===== src/rtl/ultrasonic_echo_ranger_assert.svh =====
// Assertion helpers, clocked on the rising edge, masked while reset is low.
`ifndef ULTRASONIC_ECHO_RANGER_ASSERT_SVH
`define ULTRASONIC_ECHO_RANGER_ASSERT_SVH

// Consequent must hold in the same cycle as the antecedent.
`define UER_ASSERT_NOW(lbl, clk, rst_n, ante, cons) \
  lbl: assert property (@(posedge clk) disable iff (!rst_n) (ante) |-> (cons)) \
    else $error("ranger check failed");

// Consequent must hold in the cycle after the antecedent.
`define UER_ASSERT_NEXT(lbl, clk, rst_n, ante, cons) \
  lbl: assert property (@(posedge clk) disable iff (!rst_n) (ante) |=> (cons)) \
    else $error("ranger check failed");

`endif


===== src/rtl/uer_pkg.sv =====
package uer_pkg;

  localparam int TRIG_US_W  = 10;
  localparam int TIMEOUT_W  = 24;
  localparam int USPC_W     = 8;
  localparam int DIST_W     = 19;
  localparam int CFG_IDX_W  = 2;
  localparam int CFG_DATA_W = 24;

  localparam logic [DIST_W-1:0] DIST_MAX = '1;

  localparam logic [TRIG_US_W-1:0] TRIG_US_RST   = 10'd50;
  localparam logic [TIMEOUT_W-1:0] TIMEOUT_RST   = 24'd960000;
  localparam logic [USPC_W-1:0]    USPC_RST      = 8'd58;

  // register indexes on the config port
  localparam logic [CFG_IDX_W-1:0] CFG_TRIGGER_US    = 2'd0;
  localparam logic [CFG_IDX_W-1:0] CFG_TIMEOUT_TICKS = 2'd1;
  localparam logic [CFG_IDX_W-1:0] CFG_US_PER_CM     = 2'd2;

  typedef enum logic [4:0] {
    PH_IDLE      = 5'b00001,
    PH_TRIG      = 5'b00010,
    PH_WAIT_LOW  = 5'b00100,
    PH_WAIT_HIGH = 5'b01000,
    PH_MEASURE   = 5'b10000
  } phase_e;

endpackage


===== src/rtl/uer_in_if.sv =====
interface uer_in_if;
  logic valid;
  logic ready;
  logic start_req;
  logic echo_level;

  modport source (output valid, output start_req, output echo_level, input ready);
  modport sink   (input valid, input start_req, input echo_level, output ready);
endinterface


===== src/rtl/uer_out_if.sv =====
interface uer_out_if;
  logic                      valid;
  logic                      ready;
  logic                      trig_level;
  logic                      done_res;
  logic [uer_pkg::DIST_W-1:0] distance_cm;
  logic                      busy_res;

  modport source (output valid, output trig_level, output done_res, output distance_cm,
                  output busy_res, input ready);
  modport sink   (input valid, input trig_level, input done_res, input distance_cm,
                  input busy_res, output ready);
endinterface


===== src/rtl/ultrasonic_echo_ranger.sv =====
// Channel | Dir | Payload                                         | Transfer
// in_ch   | in  | start_req, echo_level                           | valid & ready
// out_ch  | out | trig_level, done_res, distance_cm, busy_res     | valid & ready
// cfg     | in  | cfg_idx_i, cfg_wdata_i                          | cfg_we_i
//
// Ticks: a tick that does not end a measurement leaves the input free for the next
//   tick. The tick that ends one starts a restoring divider, one quotient bit per
//   cycle, and no further tick is taken until the divider has finished.
// Reset: phase idle, count zero, registers at their defaults, output empty.
// Stalls: results sit in one output register; a new tick is taken while it drains.
`include "ultrasonic_echo_ranger_assert.svh"

module ultrasonic_echo_ranger #(
  parameter int TICKS_PER_US = 32,
  parameter int COUNT_WIDTH  = 24
) (
  input  logic                            clk_i,
  input  logic                            rst_ni,
  uer_in_if.sink                          in_ch,
  uer_out_if.source                       out_ch,
  input  logic                            cfg_we_i,
  input  logic [uer_pkg::CFG_IDX_W-1:0]   cfg_idx_i,
  input  logic [uer_pkg::CFG_DATA_W-1:0]  cfg_wdata_i
);

  // widths following from the parameters
  localparam int TPU_W  = $clog2(TICKS_PER_US + 1);
  localparam int LEN_W  = uer_pkg::TRIG_US_W + TPU_W;
  localparam int DIV_W  = uer_pkg::USPC_W + TPU_W;
  localparam int CW_A   = (COUNT_WIDTH > uer_pkg::TIMEOUT_W) ? COUNT_WIDTH : uer_pkg::TIMEOUT_W;
  localparam int CMP_W  = (CW_A > LEN_W) ? CW_A : LEN_W;
  localparam int QX_W   = (COUNT_WIDTH > uer_pkg::DIST_W) ? COUNT_WIDTH : uer_pkg::DIST_W;
  localparam int CNT_W  = $clog2(COUNT_WIDTH);

  localparam logic [COUNT_WIDTH-1:0] COUNT_MAX = '1;

  // config registers
  logic [uer_pkg::TRIG_US_W-1:0] trigger_us_q;
  logic [uer_pkg::TIMEOUT_W-1:0] timeout_q;
  logic [uer_pkg::USPC_W-1:0]    us_per_cm_q;

  always_ff @(posedge clk_i or negedge rst_ni) begin
    if (!rst_ni) begin
      trigger_us_q <= uer_pkg::TRIG_US_RST;
      timeout_q    <= uer_pkg::TIMEOUT_RST;
      us_per_cm_q  <= uer_pkg::USPC_RST;
    end else if (cfg_we_i) begin
      unique case (cfg_idx_i)
        uer_pkg::CFG_TRIGGER_US:    trigger_us_q <= cfg_wdata_i[uer_pkg::TRIG_US_W-1:0];
        uer_pkg::CFG_TIMEOUT_TICKS: timeout_q    <= cfg_wdata_i[uer_pkg::TIMEOUT_W-1:0];
        uer_pkg::CFG_US_PER_CM:     us_per_cm_q  <= cfg_wdata_i[uer_pkg::USPC_W-1:0];
        default: ;  // unmapped index, write dropped
      endcase
    end
  end

  // tick sequencer state
  uer_pkg::phase_e           phase_q, phase_d;
  logic [COUNT_WIDTH-1:0]    elapsed_q, elapsed_d;

  // divider state
  logic                      div_active_q;
  logic [CNT_W-1:0]          div_cnt_q;
  logic [DIV_W-1:0]          rem_q;
  logic [COUNT_WIDTH-1:0]    quo_q;
  logic [DIV_W-1:0]          divisor_q;

  // output register
  logic                      out_valid_q;
  logic                      out_trig_q;
  logic                      out_done_q;
  logic [uer_pkg::DIST_W-1:0] out_dist_q;
  logic                      out_busy_q;

  logic in_ready;
  logic in_fire;

  // Ticks are held off while dividing, and while a result waits untaken.
  assign in_ready    = !div_active_q && (!out_valid_q || out_ch.ready);
  assign in_fire     = in_ch.valid && in_ready;
  assign in_ch.ready = in_ready;

  // Counter and limit compares, the threshold compares all at one common width.
  logic [COUNT_WIDTH-1:0] count_inc;
  logic [CMP_W-1:0]       elapsed_x, inc_x, timeout_x, trig_len;
  logic                   limit_hit, meas_limit, trig_over;

  assign count_inc  = (elapsed_q == COUNT_MAX) ? elapsed_q : elapsed_q + 1'b1;
  assign elapsed_x  = CMP_W'(elapsed_q);
  assign inc_x      = CMP_W'(count_inc);
  assign timeout_x  = CMP_W'(timeout_q);
  assign trig_len   = CMP_W'(trigger_us_q) * CMP_W'(TICKS_PER_US);
  assign limit_hit  = (elapsed_x >= timeout_x) || (elapsed_q == COUNT_MAX);
  assign meas_limit = (inc_x >= timeout_x) || (count_inc == COUNT_MAX);
  assign trig_over  = (elapsed_x >= trig_len) || (elapsed_q == COUNT_MAX);

  logic r_trig, r_done, r_busy, meas_end;

  always_comb begin
    phase_d   = phase_q;
    elapsed_d = elapsed_q;
    r_trig    = 1'b0;
    r_done    = 1'b0;
    meas_end  = 1'b0;
    unique case (phase_q)
      uer_pkg::PH_IDLE: begin
        if (in_ch.start_req) begin
          phase_d   = uer_pkg::PH_TRIG;
          elapsed_d = COUNT_WIDTH'(1);
          r_trig    = 1'b1;
        end
      end
      uer_pkg::PH_TRIG: begin
        if (trig_over) begin
          phase_d   = uer_pkg::PH_WAIT_LOW;
          elapsed_d = '0;
        end else begin
          r_trig    = 1'b1;
          elapsed_d = count_inc;
        end
      end
      // echo may still be high from a previous ping: wait for it to drop
      uer_pkg::PH_WAIT_LOW: begin
        if (!in_ch.echo_level || limit_hit) begin
          phase_d   = uer_pkg::PH_WAIT_HIGH;
          elapsed_d = '0;
        end else begin
          elapsed_d = count_inc;
        end
      end
      uer_pkg::PH_WAIT_HIGH: begin
        if (in_ch.echo_level || limit_hit) begin
          phase_d   = uer_pkg::PH_MEASURE;
          elapsed_d = '0;
        end else begin
          elapsed_d = count_inc;
        end
      end
      // count first, then test: the measured pulse includes this tick
      uer_pkg::PH_MEASURE: begin
        elapsed_d = count_inc;
        if (!in_ch.echo_level || meas_limit) begin
          meas_end  = 1'b1;
          r_done    = 1'b1;
          phase_d   = uer_pkg::PH_IDLE;
          elapsed_d = '0;
        end
      end
      default: begin
        phase_d = uer_pkg::PH_IDLE;
      end
    endcase
    r_busy = (phase_d != uer_pkg::PH_IDLE);
  end

  always_ff @(posedge clk_i or negedge rst_ni) begin
    if (!rst_ni) begin
      phase_q   <= uer_pkg::PH_IDLE;
      elapsed_q <= '0;
    end else if (in_fire) begin
      phase_q   <= phase_d;
      elapsed_q <= elapsed_d;
    end
  end

  // Divisor folds the tick scale in: floor(floor(n/a)/b) == floor(n/(a*b)).
  // A zero us_per_cm divides by one.
  logic [uer_pkg::USPC_W-1:0] us_eff;
  logic [DIV_W-1:0]           divisor_c;

  assign us_eff    = (us_per_cm_q == '0) ? uer_pkg::USPC_W'(1) : us_per_cm_q;
  assign divisor_c = DIV_W'(us_eff) * DIV_W'(TICKS_PER_US);

  // Restoring divider step: one quotient bit per cycle, shifted into quo_q.
  logic [DIV_W:0]         rem_sh, rem_sub;
  logic                   rem_ge;
  logic [DIV_W-1:0]       rem_next;
  logic [COUNT_WIDTH-1:0] quo_next;
  logic                   div_last;
  logic [QX_W-1:0]        quo_x;
  logic [uer_pkg::DIST_W-1:0] dist_sat;

  assign rem_sh   = {rem_q, quo_q[COUNT_WIDTH-1]};
  assign rem_sub  = rem_sh - {1'b0, divisor_q};
  assign rem_ge   = (rem_sh >= {1'b0, divisor_q});
  assign rem_next = rem_ge ? rem_sub[DIV_W-1:0] : rem_sh[DIV_W-1:0];
  assign quo_next = {quo_q[COUNT_WIDTH-2:0], rem_ge};
  assign div_last = div_active_q && (div_cnt_q == '0);

  assign quo_x    = QX_W'(quo_next);
  assign dist_sat = (quo_x > QX_W'(uer_pkg::DIST_MAX)) ? uer_pkg::DIST_MAX
                                                        : quo_x[uer_pkg::DIST_W-1:0];

  always_ff @(posedge clk_i or negedge rst_ni) begin
    if (!rst_ni) begin
      div_active_q <= 1'b0;
      div_cnt_q    <= '0;
    end else if (in_fire && meas_end) begin
      div_active_q <= 1'b1;
      div_cnt_q    <= CNT_W'(COUNT_WIDTH - 1);
    end else if (div_active_q) begin
      div_active_q <= !div_last;
      div_cnt_q    <= div_cnt_q - 1'b1;
    end
  end

  always_ff @(posedge clk_i) begin
    if (in_fire && meas_end) begin
      rem_q     <= '0;
      quo_q     <= count_inc;
      divisor_q <= divisor_c;
    end else if (div_active_q) begin
      rem_q     <= rem_next;
      quo_q     <= quo_next;
    end
  end

  // Output register. A measurement-ending tick leaves it empty until the
  // divider has the distance.
  always_ff @(posedge clk_i or negedge rst_ni) begin
    if (!rst_ni) begin
      out_valid_q <= 1'b0;
    end else if (in_fire) begin
      out_valid_q <= !meas_end;
    end else if (div_last) begin
      out_valid_q <= 1'b1;
    end else if (out_ch.ready) begin
      out_valid_q <= 1'b0;
    end
  end

  always_ff @(posedge clk_i) begin
    if (in_fire) begin
      out_trig_q <= r_trig;
      out_done_q <= r_done;
      out_dist_q <= '0;
      out_busy_q <= r_busy;
    end else if (div_last) begin
      out_trig_q <= 1'b0;
      out_done_q <= 1'b1;
      out_dist_q <= dist_sat;
      out_busy_q <= 1'b0;
    end
  end

  assign out_ch.valid       = out_valid_q;
  assign out_ch.trig_level  = out_trig_q;
  assign out_ch.done_res    = out_done_q;
  assign out_ch.distance_cm = out_dist_q;
  assign out_ch.busy_res    = out_busy_q;

  `UER_ASSERT_NOW(a_no_tick_while_div, clk_i, rst_ni, div_active_q, !in_ready)
  `UER_ASSERT_NOW(a_div_only_idle, clk_i, rst_ni, div_active_q, phase_q == uer_pkg::PH_IDLE)
  `UER_ASSERT_NEXT(a_meas_starts_div, clk_i, rst_ni, in_fire && meas_end, div_active_q)
  `UER_ASSERT_NEXT(a_div_gives_done, clk_i, rst_ni, div_last, out_valid_q && out_done_q)

endmodule


===== src/flat_wrapper.sv =====
// flat-port wrapper written by rule: the top's interface ports become plain ports
module ultrasonic_echo_ranger_flat 
#(
  parameter int TICKS_PER_US = 32,
  parameter int COUNT_WIDTH  = 24
)
  (clk_i, rst_ni, cfg_we_i, cfg_idx_i, cfg_wdata_i, in_ch_valid, in_ch_start_req, in_ch_echo_level, in_ch_ready, out_ch_valid, out_ch_trig_level, out_ch_done_res, out_ch_distance_cm, out_ch_busy_res, out_ch_ready);
  uer_in_if in_ch_i ();
  uer_out_if out_ch_i ();
  input  logic clk_i;
  input  logic rst_ni;
  input  logic cfg_we_i;
  input  logic [uer_pkg::CFG_IDX_W-1:0] cfg_idx_i;
  input  logic [uer_pkg::CFG_DATA_W-1:0] cfg_wdata_i;
  input wire logic [$bits(in_ch_i.valid)-1:0] in_ch_valid;
  input wire logic [$bits(in_ch_i.start_req)-1:0] in_ch_start_req;
  input wire logic [$bits(in_ch_i.echo_level)-1:0] in_ch_echo_level;
  output wire logic [$bits(in_ch_i.ready)-1:0] in_ch_ready;
  output wire logic [$bits(out_ch_i.valid)-1:0] out_ch_valid;
  output wire logic [$bits(out_ch_i.trig_level)-1:0] out_ch_trig_level;
  output wire logic [$bits(out_ch_i.done_res)-1:0] out_ch_done_res;
  output wire logic [$bits(out_ch_i.distance_cm)-1:0] out_ch_distance_cm;
  output wire logic [$bits(out_ch_i.busy_res)-1:0] out_ch_busy_res;
  input wire logic [$bits(out_ch_i.ready)-1:0] out_ch_ready;
  assign in_ch_i.valid = in_ch_valid;
  assign in_ch_i.start_req = in_ch_start_req;
  assign in_ch_i.echo_level = in_ch_echo_level;
  assign in_ch_ready = in_ch_i.ready;
  assign out_ch_valid = out_ch_i.valid;
  assign out_ch_trig_level = out_ch_i.trig_level;
  assign out_ch_done_res = out_ch_i.done_res;
  assign out_ch_distance_cm = out_ch_i.distance_cm;
  assign out_ch_busy_res = out_ch_i.busy_res;
  assign out_ch_i.ready = out_ch_ready;
  ultrasonic_echo_ranger #(.TICKS_PER_US(TICKS_PER_US), .COUNT_WIDTH(COUNT_WIDTH)) u_core (.clk_i(clk_i), .rst_ni(rst_ni), .in_ch(in_ch_i), .out_ch(out_ch_i), .cfg_we_i(cfg_we_i), .cfg_idx_i(cfg_idx_i), .cfg_wdata_i(cfg_wdata_i));
endmodule

===== config.mk =====
export PLATFORM = sky130hd
export DESIGN_NAME = ultrasonic_echo_ranger_flat
export DESIGN_NICKNAME = d
export VERILOG_FILES = /design/src/rtl/uer_pkg.sv /design/src/rtl/uer_in_if.sv /design/src/rtl/uer_out_if.sv /design/src/rtl/ultrasonic_echo_ranger.sv /design/src/flat_wrapper.sv
export VERILOG_INCLUDE_DIRS = /design/src /design/src/rtl
export SDC_FILE = /design/constraint.sdc
export NUM_CORES = 1
export LEC_CHECK = 0
export BUFFER_PORTS_ARGS = -buffer_cell sky130_fd_sc_hd__clkbuf_2
export CAP_MARGIN = 10
export CORE_MARGIN = 4
export CORE_UTILIZATION = 60
export CTS_BUF_LIST = sky130_fd_sc_hd__clkbuf_8
export DETAILED_ROUTE_END_ITERATION = 10
export PLACE_DENSITY = 0.75
export SYNTH_ARGS = -nofsm -noshare
export SYNTH_HDL_FRONTEND = slang
export SYNTH_SLANG_ARGS = --single-unit
export TNS_END_PERCENT = 10

===== constraint.sdc =====
create_clock -name clk_i -period 5.5 [get_ports clk_i]
set_input_delay 1.1 -clock clk_i [delete_from_list [all_inputs] [get_ports clk_i]]
set_output_delay 1.1 -clock clk_i [all_outputs]
set_load 0.05 [all_outputs]

==> metrics <==
Syn Std Cell Area=about 8600 µm²; post-synthesis xor/xnor area fraction=between 2 and 3%; syn_nets=slightly below 1,000; Max FO, Critical Path=24; largest net degree at the start of global routing=79; Mean Syn Cell Area=just under 10 µm²; core box area=approximately 14,000 µm²; Post-Synth Adder-Cell Area=between 10% and 20%; via count=6,762; final net count=~1,000; First-pass DRT Iterations=5; worst clock skew=between 0.015 and 0.02 ns; post-synthesis mux area share=under 10%; count leader, synth=nand2_1; DR WL/cell=~18 µm; crit path DAT=5.30 ns; Power Dens Cells=approximately 440 nW/µm²; Synth Area in Simple Gates=about 16%; vias per inst=5.96; number of buffers created by CTS=17; fin crit share=~94%; DRT Wirelength=roughly 20,000 µm; Final Hold Vio Count=0; Max-Cap Viols=0; H-tree depth=4; die area=~16,000 µm²; antenna cells=0; final setup fails=0; clk buf depth=2; grt ovf=0; crit end category=flip-flop; post-route ant nets=0; Initial Utilization=61.4%; antenna violations before repair=0; Seq/Total Area, Yosys=a little over two fifths; Synth area leader=dfrtp_1; number of DRC violations after detailed-routing iteration 0=~780; Sink Count=around 150; post-synthesis cell count=889; Die X=about 130 µm; register area=3680 µm²; Global Route Usage Sum=between 20% and 30%; Data required, critical path=about 5.6 ns; number of synthesized flops with an enable pin=35; Cells after DPL=approximately 1,100; CTS clk-pin slew, worst paths=0.08 ns; P_leak=4.30 nW; post-DP HPWL=15,100 µm; min cycle time layout=about 5.2 ns; status=completed; Slew HR=between 20% and 30%; Syn-to-layout area delta=10.2%; clock insertion delay at the later pin of the skew report=approximately 0.46 ns; fill count=1,111; post-CTS sizing=0; CTS tree=done; top cell type's share of synthesized area=a little under a fifth; setup tns final=0 ns; # DRC=0; Area contributors post-synth=dfrtp_1 (18%), edfxtp_1 (12%), ha_1 (10%), dfxtp_1 (7.7%), mux2_2 (5.1%); IO Pins=57; Worst Max-Slew Pin Slew=around 1.1 ns; Worst Setup Start Kind=flip-flop; Commonest cells post-synth=nand2_1 (85), inv_1 (76), ha_1 (70), nor2_1 (70), dfrtp_1 (63); number of global-route vias before repair=between 6,000 and 7,000; multi-input logic area=4360 µm²; Peak Freq=approximately 190 MHz; Yosys reg bits=146; global-route wire length before repair=~33,000 µm; post-synthesis compound-gate area fraction=15.2%; post-CTS setup buffer count=0; number of hold buffers added after cts=0; main combinational cell family by area after synthesis=simple AND/OR/NAND/NOR gates; layout cells sized above 1=19.8%; row cnt=43; VDD IR max=between 0.15 and 0.2 mV; RSZ-0062 raised after global routing=no; Hold Path Class=reg2reg; routability congestion estimate=0.982; critical path class=reg2reg; Top FF cell, synth=dfrtp_1; Finished Layout Cells=around 1,100; synth warn=0; synth unique cells=between 70 and 80; PortBufs=between 50 and 60; fin. max-slew vios=0; Root Driver=clkbuf_8; FFs w/ async S/R, synth=53.4%; Die Span Y=roughly 130 µm
final timing paths:
kind | slack [ns] | cells past startpoint | endpoint | startpoint
max | 0.33 | 17 | u_core.quo_q[1]$_DFFE_PP_ | u_core.elapsed_q[12]$_DFFE_PN0P_
min | 0.45 | 2 | u_core.out_ch.distance_cm[8]$_SDFFE_PP0P_ | u_core.out_ch.distance_cm[8]$_SDFFE_PP0P_
max reg2reg | 0.33 | 17 | u_core.quo_q[1]$_DFFE_PP_ | u_core.elapsed_q[12]$_DFFE_PN0P_
min reg2reg | 0.45 | 2 | u_core.out_ch.distance_cm[8]$_SDFFE_PP0P_ | u_core.out_ch.distance_cm[8]$_SDFFE_PP0P_
max in group asynchronous | 4.02 | 1 | u_core.div_cnt_q[4]$_DFFE_PN0P_ | rst_ni
min in group asynchronous | 0.83 | 1 | u_core.timeout_q[1]$_DFFE_PN0P_ | rst_ni
state kept, by name, indices dropped and copies added, names as in the netlist, 8 cells and up:
name / count
u_core.trigger_us_q: 10
u_core.timeout_q: 24
u_core.out_ch.distance_cm: 19
u_core.us_per_cm_q: 8
u_core.rem_q: 14
u_core.elapsed_q: 24
u_core.divisor_q: 8
u_core.quo_q: 24
worst max-delay path, stage by stage (launching register included):
cell,delay (ns)
dfrtp_1,0.57
nand4_1,0.26
or4_1,0.63
o211ai_4,0.30
nor3_1,0.10
xnor2_1,0.33
inv_1,0.09
ha_1,0.30
nand4_1,0.14
nor3_1,0.06
or4_1,0.42
a221o_1,0.30
a21oi_1,0.30
o41a_1,0.30
nor2_4,0.07
nand2_4,0.10
clkinv_2,0.08
or2_2,0.50
placed cells by master (no fill, tap or decap), types with 13 or more instances in the layout:
| cell type | Yosys | routed |
|---|---|---|
| buf_4 | 1 | 23 |
| nand3_1 | 19 | 19 |
| nor2_1 | 70 | 70 |
| clkbuf_2 | 2 | 55 |
| dfstp_2 | 15 | 15 |
| nand4_1 | 17 | 17 |
| nand2b_1 | 13 | 13 |
| dfrtp_1 | 63 | 63 |
| dfxtp_1 | 33 | 33 |
| edfxtp_1 | 35 | 35 |
| o211ai_1 | 14 | 14 |
| xnor2_1 | 19 | 19 |
| mux2_2 | 39 | 39 |
| inv_1 | 76 | 78 |
| a21oi_1 | 45 | 45 |
| clkbuf_8 | 0 | 19 |
| nand2_1 | 85 | 85 |
| o21ai_0 | 54 | 54 |
| ha_1 | 70 | 70 |
cell families (layout without fill, tap and decap cells):
logic type / Yosys count / after routing
muxes: 49 / 49
DFF: 146 / 146
and+or+nand+nor: 273 / 273
xor gates and xnor gates: 28 / 28
AOI/OAI and AO/OA: 200 / 200
buffers and inverters: 122 / 188
adders and majority gates: 71 / 71
layout make-up:
type	instances	area share (%)
Multi-Input combinational cell	621	46.3
Sequential cell	146	39.1
Timing Repair Buffer	79	4.97
Inverter	77	3.08
Clock buffer	19	2.77
Tap cell	180	2.39
Clock inverter	13	1.41
per-stage QoR:
step / util (%) / hold slack (ns) / worst slack (ns) / cell area [µm²] / total power [W]
CTS: 67.6 / 0.456 / 0.396 / 9420 / 0.00420
global route: 67.6 / 0.475 / 0.0377 / 9420 / 0.00447
detailed placement: 64.8 / 0.445 / 0.432 / 9030 / 0.00335
global placement: 64.8 / 0.442 / 0.620 / 9030 / 0.00332
finish: 67.6 / 0.453 / 0.326 / 9420 / 0.00418
floorplan: - / 0.454 / 0.894 / 8550 / 0.00292
metal layers:
| metal | vias up | global-route usage (%) | part of all wire, % |
|---|---|---|---|
| li1 | 3277 | - | - |
| met1 | 3192 | 38.2 | 47 |
| met2 | 269 | 37.3 | 44 |
| met3 | 24 | 4.39 | 6.6 |
| met4 | 0 | 8.45 | 1.7 |
| met5 | - | 0 | 0 |
power by group:
group          switching, W  total (W)  internal, W
logic               0.00104    0.00163     0.000594
registers          0.000224    0.00171      0.00149
clock network      0.000419   0.000845     0.000426
total               0.00168    0.00418      0.00250
No activity file was read; power rests on OpenSTA's default activity.
